`src/rtl/core/pnre_pkg.sv`:
```
`timescale 1ns / 1ps
package pnre_pkg;

    localparam int TableEntries = 256;
    localparam int IdxW = $clog2(TableEntries);
    localparam int CntW = $clog2(TableEntries + 1);

    localparam logic [15:0] EthTypeIpv4 = 16'h0800;
    localparam logic [7:0]  ProtoTcp = 8'd6;
    localparam logic [7:0]  ProtoUdp = 8'd17;
    localparam int FlagFin = 0;
    localparam int FlagSyn = 1;
    localparam int FlagAck = 4;

    localparam logic [1:0] CfgBridgeIp = 2'd0;
    localparam logic [1:0] CfgProxyPort = 2'd1;
    localparam logic [1:0] CfgDnsProxyPort = 2'd2;
    localparam logic [1:0] CfgDnsCapturePort = 2'd3;

    typedef enum logic [2:0] {
        ST_IDLE,
        ST_SCAN,
        ST_READ,
        ST_WRITE,
        ST_OUT
    } state_t;

    // What the header decode asks of the tables.
    typedef enum logic [1:0] {
        OP_NONE,
        OP_LOOKUP,
        OP_INSERT
    } op_t;

    typedef struct packed {
        logic load;
        logic scan_start;
        logic scan_step;
        logic rd_origin;
        logic wr_apply;
        logic out_load;
    } pnre_cmd_t;

    typedef struct packed {
        op_t  op;
        logic scan_done;
    } pnre_sts_t;

    // One RFC 1624 update of a 16 bit word, end-around carry folded twice.
    function automatic logic [15:0] csum_rep16(input logic [15:0] hc,
                                               input logic [15:0] from,
                                               input logic [15:0] to);
        logic [17:0] s;
        logic [16:0] f;
        begin
            s = {2'b0, ~hc} + {2'b0, ~from} + {2'b0, to};
            f = {1'b0, s[15:0]} + {15'b0, s[17:16]};
            f = {1'b0, f[15:0]} + {16'b0, f[16]};
            csum_rep16 = ~f[15:0];
        end
    endfunction

    function automatic logic [15:0] csum_rep32(input logic [15:0] hc,
                                               input logic [31:0] from,
                                               input logic [31:0] to);
        logic [18:0] s;
        logic [16:0] f;
        begin
            s = {3'b0, ~hc} + {3'b0, ~from[31:16]} + {3'b0, ~from[15:0]}
                + {3'b0, to[31:16]} + {3'b0, to[15:0]};
            f = {1'b0, s[15:0]} + {14'b0, s[18:16]};
            f = {1'b0, f[15:0]} + {16'b0, f[16]};
            csum_rep32 = ~f[15:0];
        end
    endfunction

endpackage

```
`src/rtl/core/pnre_ctrl.sv`:
```
`timescale 1ns / 1ps
module pnre_ctrl (
    input  logic                 clk,
    input  logic                 rst_n,
    input  logic                 in_fire,
    input  logic                 out_free,
    input  pnre_pkg::pnre_sts_t  sts,
    output pnre_pkg::pnre_cmd_t  cmd,
    output logic                 busy
);

    pnre_pkg::state_t state_reg, state_next;

    always_ff @(posedge clk or negedge rst_n)
    begin
        if (!rst_n)
        begin
            state_reg <= pnre_pkg::ST_IDLE;
        end
        else
        begin
            state_reg <= state_next;
        end
    end

    always_comb
    begin
        state_next = state_reg;
        cmd = '0;
        busy = 1'b1;
        unique case (state_reg)
            pnre_pkg::ST_IDLE:
            begin
                busy = 1'b0;
                if (in_fire)
                begin
                    cmd.load = 1'b1;
                    state_next = pnre_pkg::ST_SCAN;
                end
            end
            pnre_pkg::ST_SCAN:
            begin
                // The decode settles in this first busy cycle; the scan runs if needed.
                if (sts.op == pnre_pkg::OP_NONE)
                begin
                    state_next = pnre_pkg::ST_OUT;
                end
                else if (sts.scan_done)
                begin
                    cmd.rd_origin = 1'b1;
                    state_next = pnre_pkg::ST_READ;
                end
                else
                begin
                    cmd.scan_step = 1'b1;
                end
            end
            pnre_pkg::ST_READ:
            begin
                state_next = pnre_pkg::ST_WRITE;
            end
            pnre_pkg::ST_WRITE:
            begin
                cmd.wr_apply = 1'b1;
                state_next = pnre_pkg::ST_OUT;
            end
            pnre_pkg::ST_OUT:
            begin
                if (out_free)
                begin
                    cmd.out_load = 1'b1;
                    state_next = pnre_pkg::ST_IDLE;
                end
            end
            default:
            begin
                state_next = pnre_pkg::ST_IDLE;
            end
        endcase
        cmd.scan_start = cmd.load;
    end

endmodule

```
`config.mk`:
```
export PLATFORM = sky130hd
export DESIGN_NAME = pnre_ctrl
export DESIGN_NICKNAME = d
export VERILOG_FILES = /design/src/rtl/core/pnre_pkg.sv /design/src/rtl/core/pnre_ctrl.sv
export SDC_FILE = /design/constraint.sdc
export NUM_CORES = 1
export LEC_CHECK = 0
export ABC_AREA = 1
export ABC_CLOCK_PERIOD_IN_PS = 1100
export BUFFER_PORTS_ARGS = -buffer_cell sky130_fd_sc_hd__buf_2
export CORE_AREA = 2 2 39 41
export CTS_BUF_LIST = sky130_fd_sc_hd__clkbuf_4
export DETAILED_ROUTE_END_ITERATION = 6
export DIE_AREA = 0 0 41 43
export PLACE_DENSITY_LB_ADDON = 0.25
export SLEW_MARGIN = 20
export SYNTH_ARGS = -nofsm -noshare
export SYNTH_HDL_FRONTEND = slang
export SYNTH_SLANG_ARGS = --single-unit
export TNS_END_PERCENT = 1
```
`constraint.sdc`:
```
create_clock -name clk -period 1.1 [get_ports clk]
set_clock_uncertainty 0.2 [all_clocks]
set_input_delay 0.11 -clock clk [delete_from_list [all_inputs] [get_ports clk]]
set_output_delay 0.11 -clock clk [all_outputs]
set_load 0.03 [all_outputs]
```
# ---- Word-level counts from Yosys, hierarchy flattened
# Cells that the tools add are included.
dict set report op_classes {
  eq_ne 7
  muxes 15
  n_reduce_logical 3
}
# op n
set op_table {}
lappend op_table {{3-bit one-hot mux with 5 select lines} 1}
lappend op_table {{3-bit 2-to-1 mux} 4}
lappend op_table {{1-bit 2-to-1 mux} 8}
lappend op_table {{3-bit by 2-bit == test with 1-bit output, second input constant} 2}
lappend op_table {{2-bit 2-to-1 mux} 2}
lappend op_table {{2-bit != test, second input constant} 2}
lappend op_table {{3-bit by 1-bit == test with 1-bit output, second input constant} 1}
lappend op_table {{3-bit == test, second input constant} 1}
lappend op_table {{3-bit logical NOT} 1}
lappend op_table {{3-bit != test, second input constant} 1}
lappend op_table {{3-bit AND reduction} 1}
lappend op_table {{2-bit logical NOT} 1}
dict set report totals {
  regBits 3
  input_bits 7
  wordCells 26
}

# ---- Depth between registers and ports, before layout
# Gate-level depths: netlist of run 1.
dict set report depth {
  word_depth 3
  depth_mapped 6
  ltp_nobuf 6
}

# ---- Worst setup path after synthesis of run 1
# No wires, ideal clock.
dict set report synth_timing {
  path_type {register -> output}
  from {register state_reg[0]}
  to {output cmd[5] in the netlist's numbering}
  arrival_time_ps 1562
  required_ps 790
  slack_ps -772
  stages_incl_launch_ff 5
  n_path_buf 1
  cell_sequence {dfrtp_1 -> nor2_2 -> nand2_1 -> nor2_1 -> buf_4}
}
# element line_no
set synth_rtl {}
lappend synth_rtl {{from (decl)} pnre_ctrl.sv:12} ;# pnre_pkg::state_t state_reg, state_next;
lappend synth_rtl {{from (signal assigned)} pnre_ctrl.sv:18} ;# state_reg <= pnre_pkg::ST_IDLE;
lappend synth_rtl {{from (signal assigned)} pnre_ctrl.sv:22} ;# state_reg <= state_next;
lappend synth_rtl {{to (decl)} pnre_ctrl.sv:8} ;# output pnre_pkg::pnre_cmd_t cmd,

==> results.ini, run 1 <==
[detailed_routing]
drt_iter0_markers = 5
drc = 0
wl_met3_um = 36
dr.pass1.iters = 2
dr_wl_met2_um = 308
routedWlPerCell_um = 8.61
met1_length_um = 275
routed_wl_um = 620
vias = 285
drtAntennaViolNets = 0
highest_layer = met3
viasPerCell = 3.96

[layout]
n_antenna_cell = 0
syn2layout_area_growth_pct = 121
layout.nets = 64
drive_gt1_share_pct = 66.1
largest_reg_flops = 3
instances_no_fill = 72

[logic_synthesis]
syn_inst = 34
syn-num-nets = 41
synth_seq_cells = 3
yosysUniqueCellTypes = 13
netlist_area_um2 = 221
syn_area_per_cell_um2 = 6.51
yosysWarnings = 0
synth.yosys.seq_area_share_pct = 33.9

[worst_setup_path]
r2r-start = state_reg[0]
crit_chain = inv_2, nand2_2, nor2_2, nand2_2, inv_1, buf_6
cp-start-kind = flip-flop
reg2reg_to = state_reg[1]
end_kind = output pin
crit_arrival_ns = 1.21
critPathKind = reg -> out
path_common_cell = nand2_2
cp_slowest_stage_delay_ns = 0.41
crit_start = state_reg[2]
cpMaxStageDelayCell = dfrtp_1
ff2ff_setup_slack_ns = -0.17
critical_path.top_delay_family = flip-flops
worst-endpoint-required_ns = 0.79
crit_path_max_fanout = 3
reg2regPathDepth = 6
cp_num_buf_inv = 3

[worst_hold_path]
min_path_type = in -> reg
hold_end = state_reg[0]
hp-start = sts[0]
whs_path_depth = 4

[sta]
fin_hold_ws_ns = -0.0106
worst_slew_pin_slew_ns = 0.244
slew_viol_final = 0
rsz0062_at_grt = true
max_freq_mhz = 658
relSlewSlack_pct = 83.7
period_minus_slack_ns = 1.52
setup-violations-final = 9
hold_viol = 1
min_period_over_period_pct = 138
fin_ws_ns = -0.420

[clock_tree]
htreeDepth = 1
cts.sinks = 3
clkSlewWorstSetupHoldPaths_ns = 0.04
cts_root_buffer = clkbuf_4
cts_tree = yes
cts_buffer_depth = 2
clk_latency_ns = 0.23
cts_buffers = 3

[place]
place.gp.congestion = 0.735
hpwlAfterDp_um = 492
dp.cells = 66
port_buffers = 13

[power_and_ir_drop]
power_frac_comb_pct = 67.1
clockPowerShare_pct = 14.7
switching_share_pct = 47.5
p_sw_w = 0.000710
p_seq_share_pct = 18.2
cellLeakagePower_nw = 0.243
ir_worst_vdd_mv = 0.863
p_per_area_nw_per_um2 = 3050
p_int_w = 0.000784

[global_routing]
grt_pass1_wl_um = 1030
grt_pass1_vias = 285
grt_start_max_net_pins = 6
grt_usage_pct = 9.24
antenna_found_initial = 0
overflow = 0

[die]
die_w_um = 41
start_util_pct = 16.0
fp.dieH_um = 43
num_io_pins = 14
rows = 14
core_um2 = 1380
die_area_um2 = 1760

[flow_run]
max-cap-violations = 0

[status]
violations = hold timing, setup timing
status = finished with violations

==> cell usage after synthesis (all sizes together) <==
cell,n,area (um2)
nor3b,1,7.51
o21ai,2,10.0
nor2,12,52.6
nand2,4,20.0
nor4,1,6.26
dfrtp,3,75.1
nand3,4,20.0
inv,6,22.5
buf,1,7.51
==> routing by layer <==
metal	global-route usage, %	up-vias
met4	10.0	0
met3	3.14	0
met1	9.97	124
li1	-	150
met2	12.5	11
met5	0	-
==> cells by family after synthesis <==
group           Yosys count  share of synthesized area (%)
compound gates            2                           4.52
buf+inv                   7                           13.6
flops                     3                           33.9
simple gates             22                           48.0
==> final cells by class <==
| class | instances | area (um2) |
|---|---|---|
| fill | 156 | 893 |
| timing repair buffer | 19 | 163 |
| multi-input combinational | 24 | 178 |
| tap | 16 | 20.0 |
| clock buffer | 4 | 30.0 |
| inverter | 6 | 22.5 |
| sequential | 3 | 77.6 |
==> through the flow <==
stage | power, W | util [%] | worst slack, ns | TNS, ns | cell area [um2]
2_1_floorplan | 0.000860 | - | -0.306 | -1.22 | 273
3_3_place_gp | 0.00109 | 27.2 | -0.229 | -1.61 | 377
3_5_place_dp | 0.00108 | 27.2 | -0.232 | -1.58 | 377
4_1_cts | 0.00148 | 34.6 | -0.421 | -2.80 | 479
5_1_grt | 0.00161 | 35.4 | -0.485 | -3.44 | 490
6_report | 0.00149 | 35.4 | -0.420 | -2.84 | 490
==> worst max path at each step <==
| stage | end | slack [ns] | depth (start not counted) |
|---|---|---|---|
| 2_1_floorplan | cmd[5] | -0.31 | 4 |
| 3_3_place_gp | cmd[3] | -0.23 | 5 |
| 3_5_place_dp | cmd[0] | -0.23 | 4 |
| 4_1_cts | cmd[2] | -0.42 | 4 |
| 5_1_grt | cmd[2] | -0.48 | 4 |
| 6_report | cmd[3] | -0.42 | 6 |
==> tightest hold or removal path, stage by stage <==
cell     delay, ns
buf_2         0.09
nor2_1        0.05
nand2_2       0.07
o21ai_1       0.06
==> cell usage in the layout (no fill, tap or decap), types with 3 or more instances in the layout <==
master / n
buf_4: 3
nor2_1: 7
buf_2: 6
buf_6: 8
inv_2: 3
nand3_1: 3
clkbuf_4: 4
inv_1: 3
nor2_2: 3
==> power by group through the flow <==
stage | logic (W) | registers [W] | clock network (W)
6_report | 0.00100 | 0.000272 | 0.000219
5_1_grt | 0.00108 | 0.000283 | 0.000239
4_1_cts | 0.000980 | 0.000266 | 0.000229
3_5_place_dp | 0.000823 | 0.000261 | 0
3_3_place_gp | 0.000830 | 0.000262 | 0
2_1_floorplan | 0.000610 | 0.000251 | 0
==> what timing repair did <==
item / CTS / global route
endpoints found under the setup margin: 9 / 10
hold endpoints to repair: 4 / 0
resized for setup: 17 / 3
setup buffers: 0 / 0
hold buffers: 2 / 0
pin swaps: 2 / 3
No activity file was read; power rests on OpenSTA's default activity.
==> run 2, diff against run 1 <==
--- a/config.mk
+++ b/config.mk
@@ -5,7 +5,6 @@
 export SDC_FILE = /design/constraint.sdc
 export NUM_CORES = 1
 export LEC_CHECK = 0
-export ABC_AREA = 1
 export ABC_CLOCK_PERIOD_IN_PS = 1100
 export BUFFER_PORTS_ARGS = -buffer_cell sky130_fd_sc_hd__buf_2
 export CORE_AREA = 2 2 39 41
==> run 2 against run 1 <==
The flow finishes with violations (setup timing). Final area fell by 8.9%. First-iteration DRC count fell by 20%. Sequential share of layout area rose by 0.99 points. Area after synthesis fell by 5.6%. Synthesized cell count fell by 35%. Largest cell class is now non-clock buffers. Worst setup slack got worse by 0.034 ns. Die area did not move. Critical endpoint is now cmd[4].
==> results.ini, run 2 <==
[sta]
relSlewSlack_pct = 85.9  ; was 83.7%
hold_viol = 0  ; was 1
max_freq_mhz = 644  ; was 658 MHz
fin_setup_tns_ns = -3.34  ; was -2.84 ns
rsz0062_at_grt = true  ; unchanged
worst_slew_pin_slew_ns = 0.211  ; was 0.244 ns
slew_viol_final = 0  ; unchanged
period_minus_slack_ns = 1.55  ; was 1.52 ns
min_period_over_period_pct = 141  ; was 138%
setup-violations-final = 10  ; was 9
fin_ws_ns = -0.454  ; was -0.420 ns

[detailed_routing]
drc = 0  ; unchanged
drtAntennaViolNets = 0  ; unchanged
wl_met3_um = 27  ; was 36 um
vias = 244  ; was 285
dr_wl_met2_um = 288  ; was 308 um
dr.pass1.iters = 2  ; unchanged
drt_iter0_markers = 4  ; was 5
highest_layer = met3  ; unchanged
routedWlPerCell_um = 9.34  ; was 8.61 um
viasPerCell = 4.00  ; was 3.96
routed_wl_um = 570  ; was 620 um
met1_length_um = 253  ; was 275 um

[global_routing]
grt_start_max_net_pins = 7  ; was 6
grt_usage_pct = 9.26  ; was 9.24%
antenna_found_initial = 0  ; unchanged
grt_pass1_vias = 253  ; was 285
overflow = 0  ; unchanged
grt_pass1_wl_um = 993  ; was 1030 um

[worst_setup_path]
end_kind = output pin  ; unchanged
worst-endpoint-required_ns = 0.79  ; about the same
crit_path_max_fanout = 2  ; was 3
critPathKind = reg -> out  ; unchanged
cp-start-kind = flip-flop  ; unchanged
crit_arrival_ns = 1.24  ; was 1.21 ns

[power_and_ir_drop]
p_per_area_nw_per_um2 = 2980  ; was 3050 nW/um2
p_seq_share_pct = 15.0  ; was 18.2%
p_sw_w = 0.000559  ; was 0.000710 W
switching_share_pct = 42.0  ; was 47.5%
total_power_w = 0.00133  ; was 0.00149 W
power_frac_comb_pct = 69.0  ; was 67.1%
ir_worst_vdd_mv = 1.02  ; was 0.863 mV
cellLeakagePower_nw = 0.222  ; was 0.243 nW
p_int_w = 0.000773  ; was 0.000784 W
clockPowerShare_pct = 15.9  ; was 14.7%

[clock_tree]
clk_latency_ns = 0.23  ; about the same
cts.sinks = 3  ; unchanged
cts_buffers = 3  ; unchanged
hold_buffers = 2  ; unchanged
cts_tree = yes  ; unchanged
cts_buffer_depth = 2  ; unchanged
clkSlewWorstSetupHoldPaths_ns = 0.04  ; about the same
post_cts_buffers = 0  ; unchanged
cts_root_buffer = clkbuf_4  ; unchanged
htreeDepth = 1  ; unchanged

[place]
placed_cell_area_um2 = 342  ; was 377 um2
hpwlAfterDp_um = 435  ; was 492 um
place.gp.congestion = 0.762  ; was 0.735
place_ws_ns = -0.266  ; was -0.232 ns
port_buffers = 13  ; unchanged

[layout]
drive_gt1_share_pct = 71.1  ; was 66.1%
largest_reg_flops = 3  ; unchanged
num-fill-cells = 150  ; was 156
post-route-util_pct = 32.3  ; was 35.4%
n_antenna_cell = 0  ; unchanged
layout.nets = 53  ; was 64
layout_common_cells = 7 x buf_2, 6 x buf_4, 5 x buf_6  ; was 8 x buf_6, 7 x nor2_1, 6 x buf_2
final_common_cell = buf_2  ; was buf_6
syn2layout_area_growth_pct = 114  ; was 121%
finalInstanceArea_um2 = 447  ; was 490 um2

[logic_synthesis]
synth_seq_cells = 3  ; unchanged
synthTopCellsByArea = dfrtp_1 36%, o21bai_4 9.0%, inv_1 5.4%, or3_4 5.4%, a32o_1 4.8%  ; was dfrtp_1 34%, nor2_1 15%, nand3_1 9.0%, nor2_2 8.5%, nand2_2 5.6%
synth-edff-count = 0  ; unchanged
syn-num-nets = 29  ; was 41
synth_flop_cell = dfrtp_1  ; unchanged
yosysTopAreaCell = dfrtp_1  ; unchanged
yosysWarnings = 0  ; unchanged
synth.yosys.seq_area_share_pct = 35.9  ; was 33.9%
async_flop_share_pct = 100  ; unchanged
yosysUniqueCellTypes = 16  ; was 13
syn_inst = 22  ; was 34
ys_top_cells_by_count = 3 x dfrtp_1, 3 x inv_1, 2 x nor2_1, 2 x nor3_1  ; was 9 x nor2_1, 4 x nand3_1
syn_area_per_cell_um2 = 9.50  ; was 6.51 um2
synth_top_area_share_pct = 35.9  ; was 33.9%
netlist_area_um2 = 209  ; was 221 um2

[flow_run]
max-cap-violations = 0  ; unchanged

[status]
violations = setup timing  ; was hold timing, setup timing
status = finished with violations  ; unchanged

[die]
start_util_pct = 15.1  ; was 16.0%
num_io_pins = 14  ; unchanged
die_w_um = 41  ; unchanged
core_um2 = 1380  ; unchanged
rows = 14  ; unchanged
fp.dieH_um = 43  ; unchanged
die_area_um2 = 1760  ; unchanged

[worst_hold_path]
min_path_type = in -> reg  ; unchanged

==> run 2: cell count changes in the layout (fill, tap and decap cells not counted), moves of 3 or more <==
| cell | previous run | this run |
|---|---|---|
| buf_6 | 8 | 5 |
| inv_2 | 3 | 0 |
| nand3_1 | 3 | 0 |
| nor2_1 | 7 | 0 |
| buf_4 | 3 | 6 |
==> run 2: power groups by stage <==
stage	clock (W)	combinational (W)	sequential, W
2_1_floorplan	0	0.000499	0.000217
3_3_place_gp	0	0.000769	0.000201
3_5_place_dp	0	0.000764	0.000199
4_1_cts	0.000225	0.000882	0.000202
5_1_grt	0.000235	0.000986	0.000211
6_report	0.000212	0.000919	0.000200
==> run 2: metrics by stage <==
stage | std cells | hold slack (ns)
finish | 61 | 0.00264
global route | 61 | -0.00398
CTS | 61 | -0.00752
detailed placement | 55 | -0.291
global placement | 55 | -0.289
floorplan | 22 | -0.386
==> run 2: cell type report <==
type	count	area [um2]	area share (%)
inverter	3	11.3	2.52
multi-input combinational	15	154	34.5
sequential	3	75.1	16.8
timing repair buffer	20	156	35.0
clock buffer	4	30.0	6.72
tap	16	20.0	4.48
==> run 2: cell families (layout without fill, tap and decap cells) <==
group                  count (synthesis)  count (layout)  synth area share (%)
buffers and inverters                  4              27                  8.98
flip-flops                             3               3                  35.9
AND/OR/NAND/NOR                       10              10                  29.4
AO/OA/AOI/OAI                          5               5                  25.8
==> run 2: path summary, 6_finish.rpt <==
check / from / to / slack (ns) / cells past startpoint
min in group asynchronous: rst_n / state_reg[1] / 0.53 / 3
setup / recovery: state_reg[1] / cmd[4] / -0.45 / 3
max in group asynchronous: rst_n / state_reg[0] / 0.06 / 3
setup reg to reg: state_reg[1] / state_reg[0] / -0.17 / 3
hold / removal: sts[0] / state_reg[0] / 0.003 / 3
hold reg to reg: state_reg[0] / state_reg[0] / 0.38 / 2
==> run 2: repair_timing <==
action                     in CTS  in global routing
pin swaps                       3                  2
gates resized for setup        13                  3
setup endpoints to repair      10                 10
hold endpoints to repair        4                  1
==> run 2: worst max-delay path, stage by stage, from the launching register on <==
cell,delay (ns)
dfrtp_1,0.37
or3_4,0.40
nor2_4,0.11
buf_6,0.14
==> run 2: per-layer routing <==
layer | up-vias | GRT usage [%]
met5 | - | 0
met1 | 110 | 10.4
met3 | 0 | 4.71
met2 | 9 | 11.3
met4 | 0 | 10.0
li1 | 125 | -
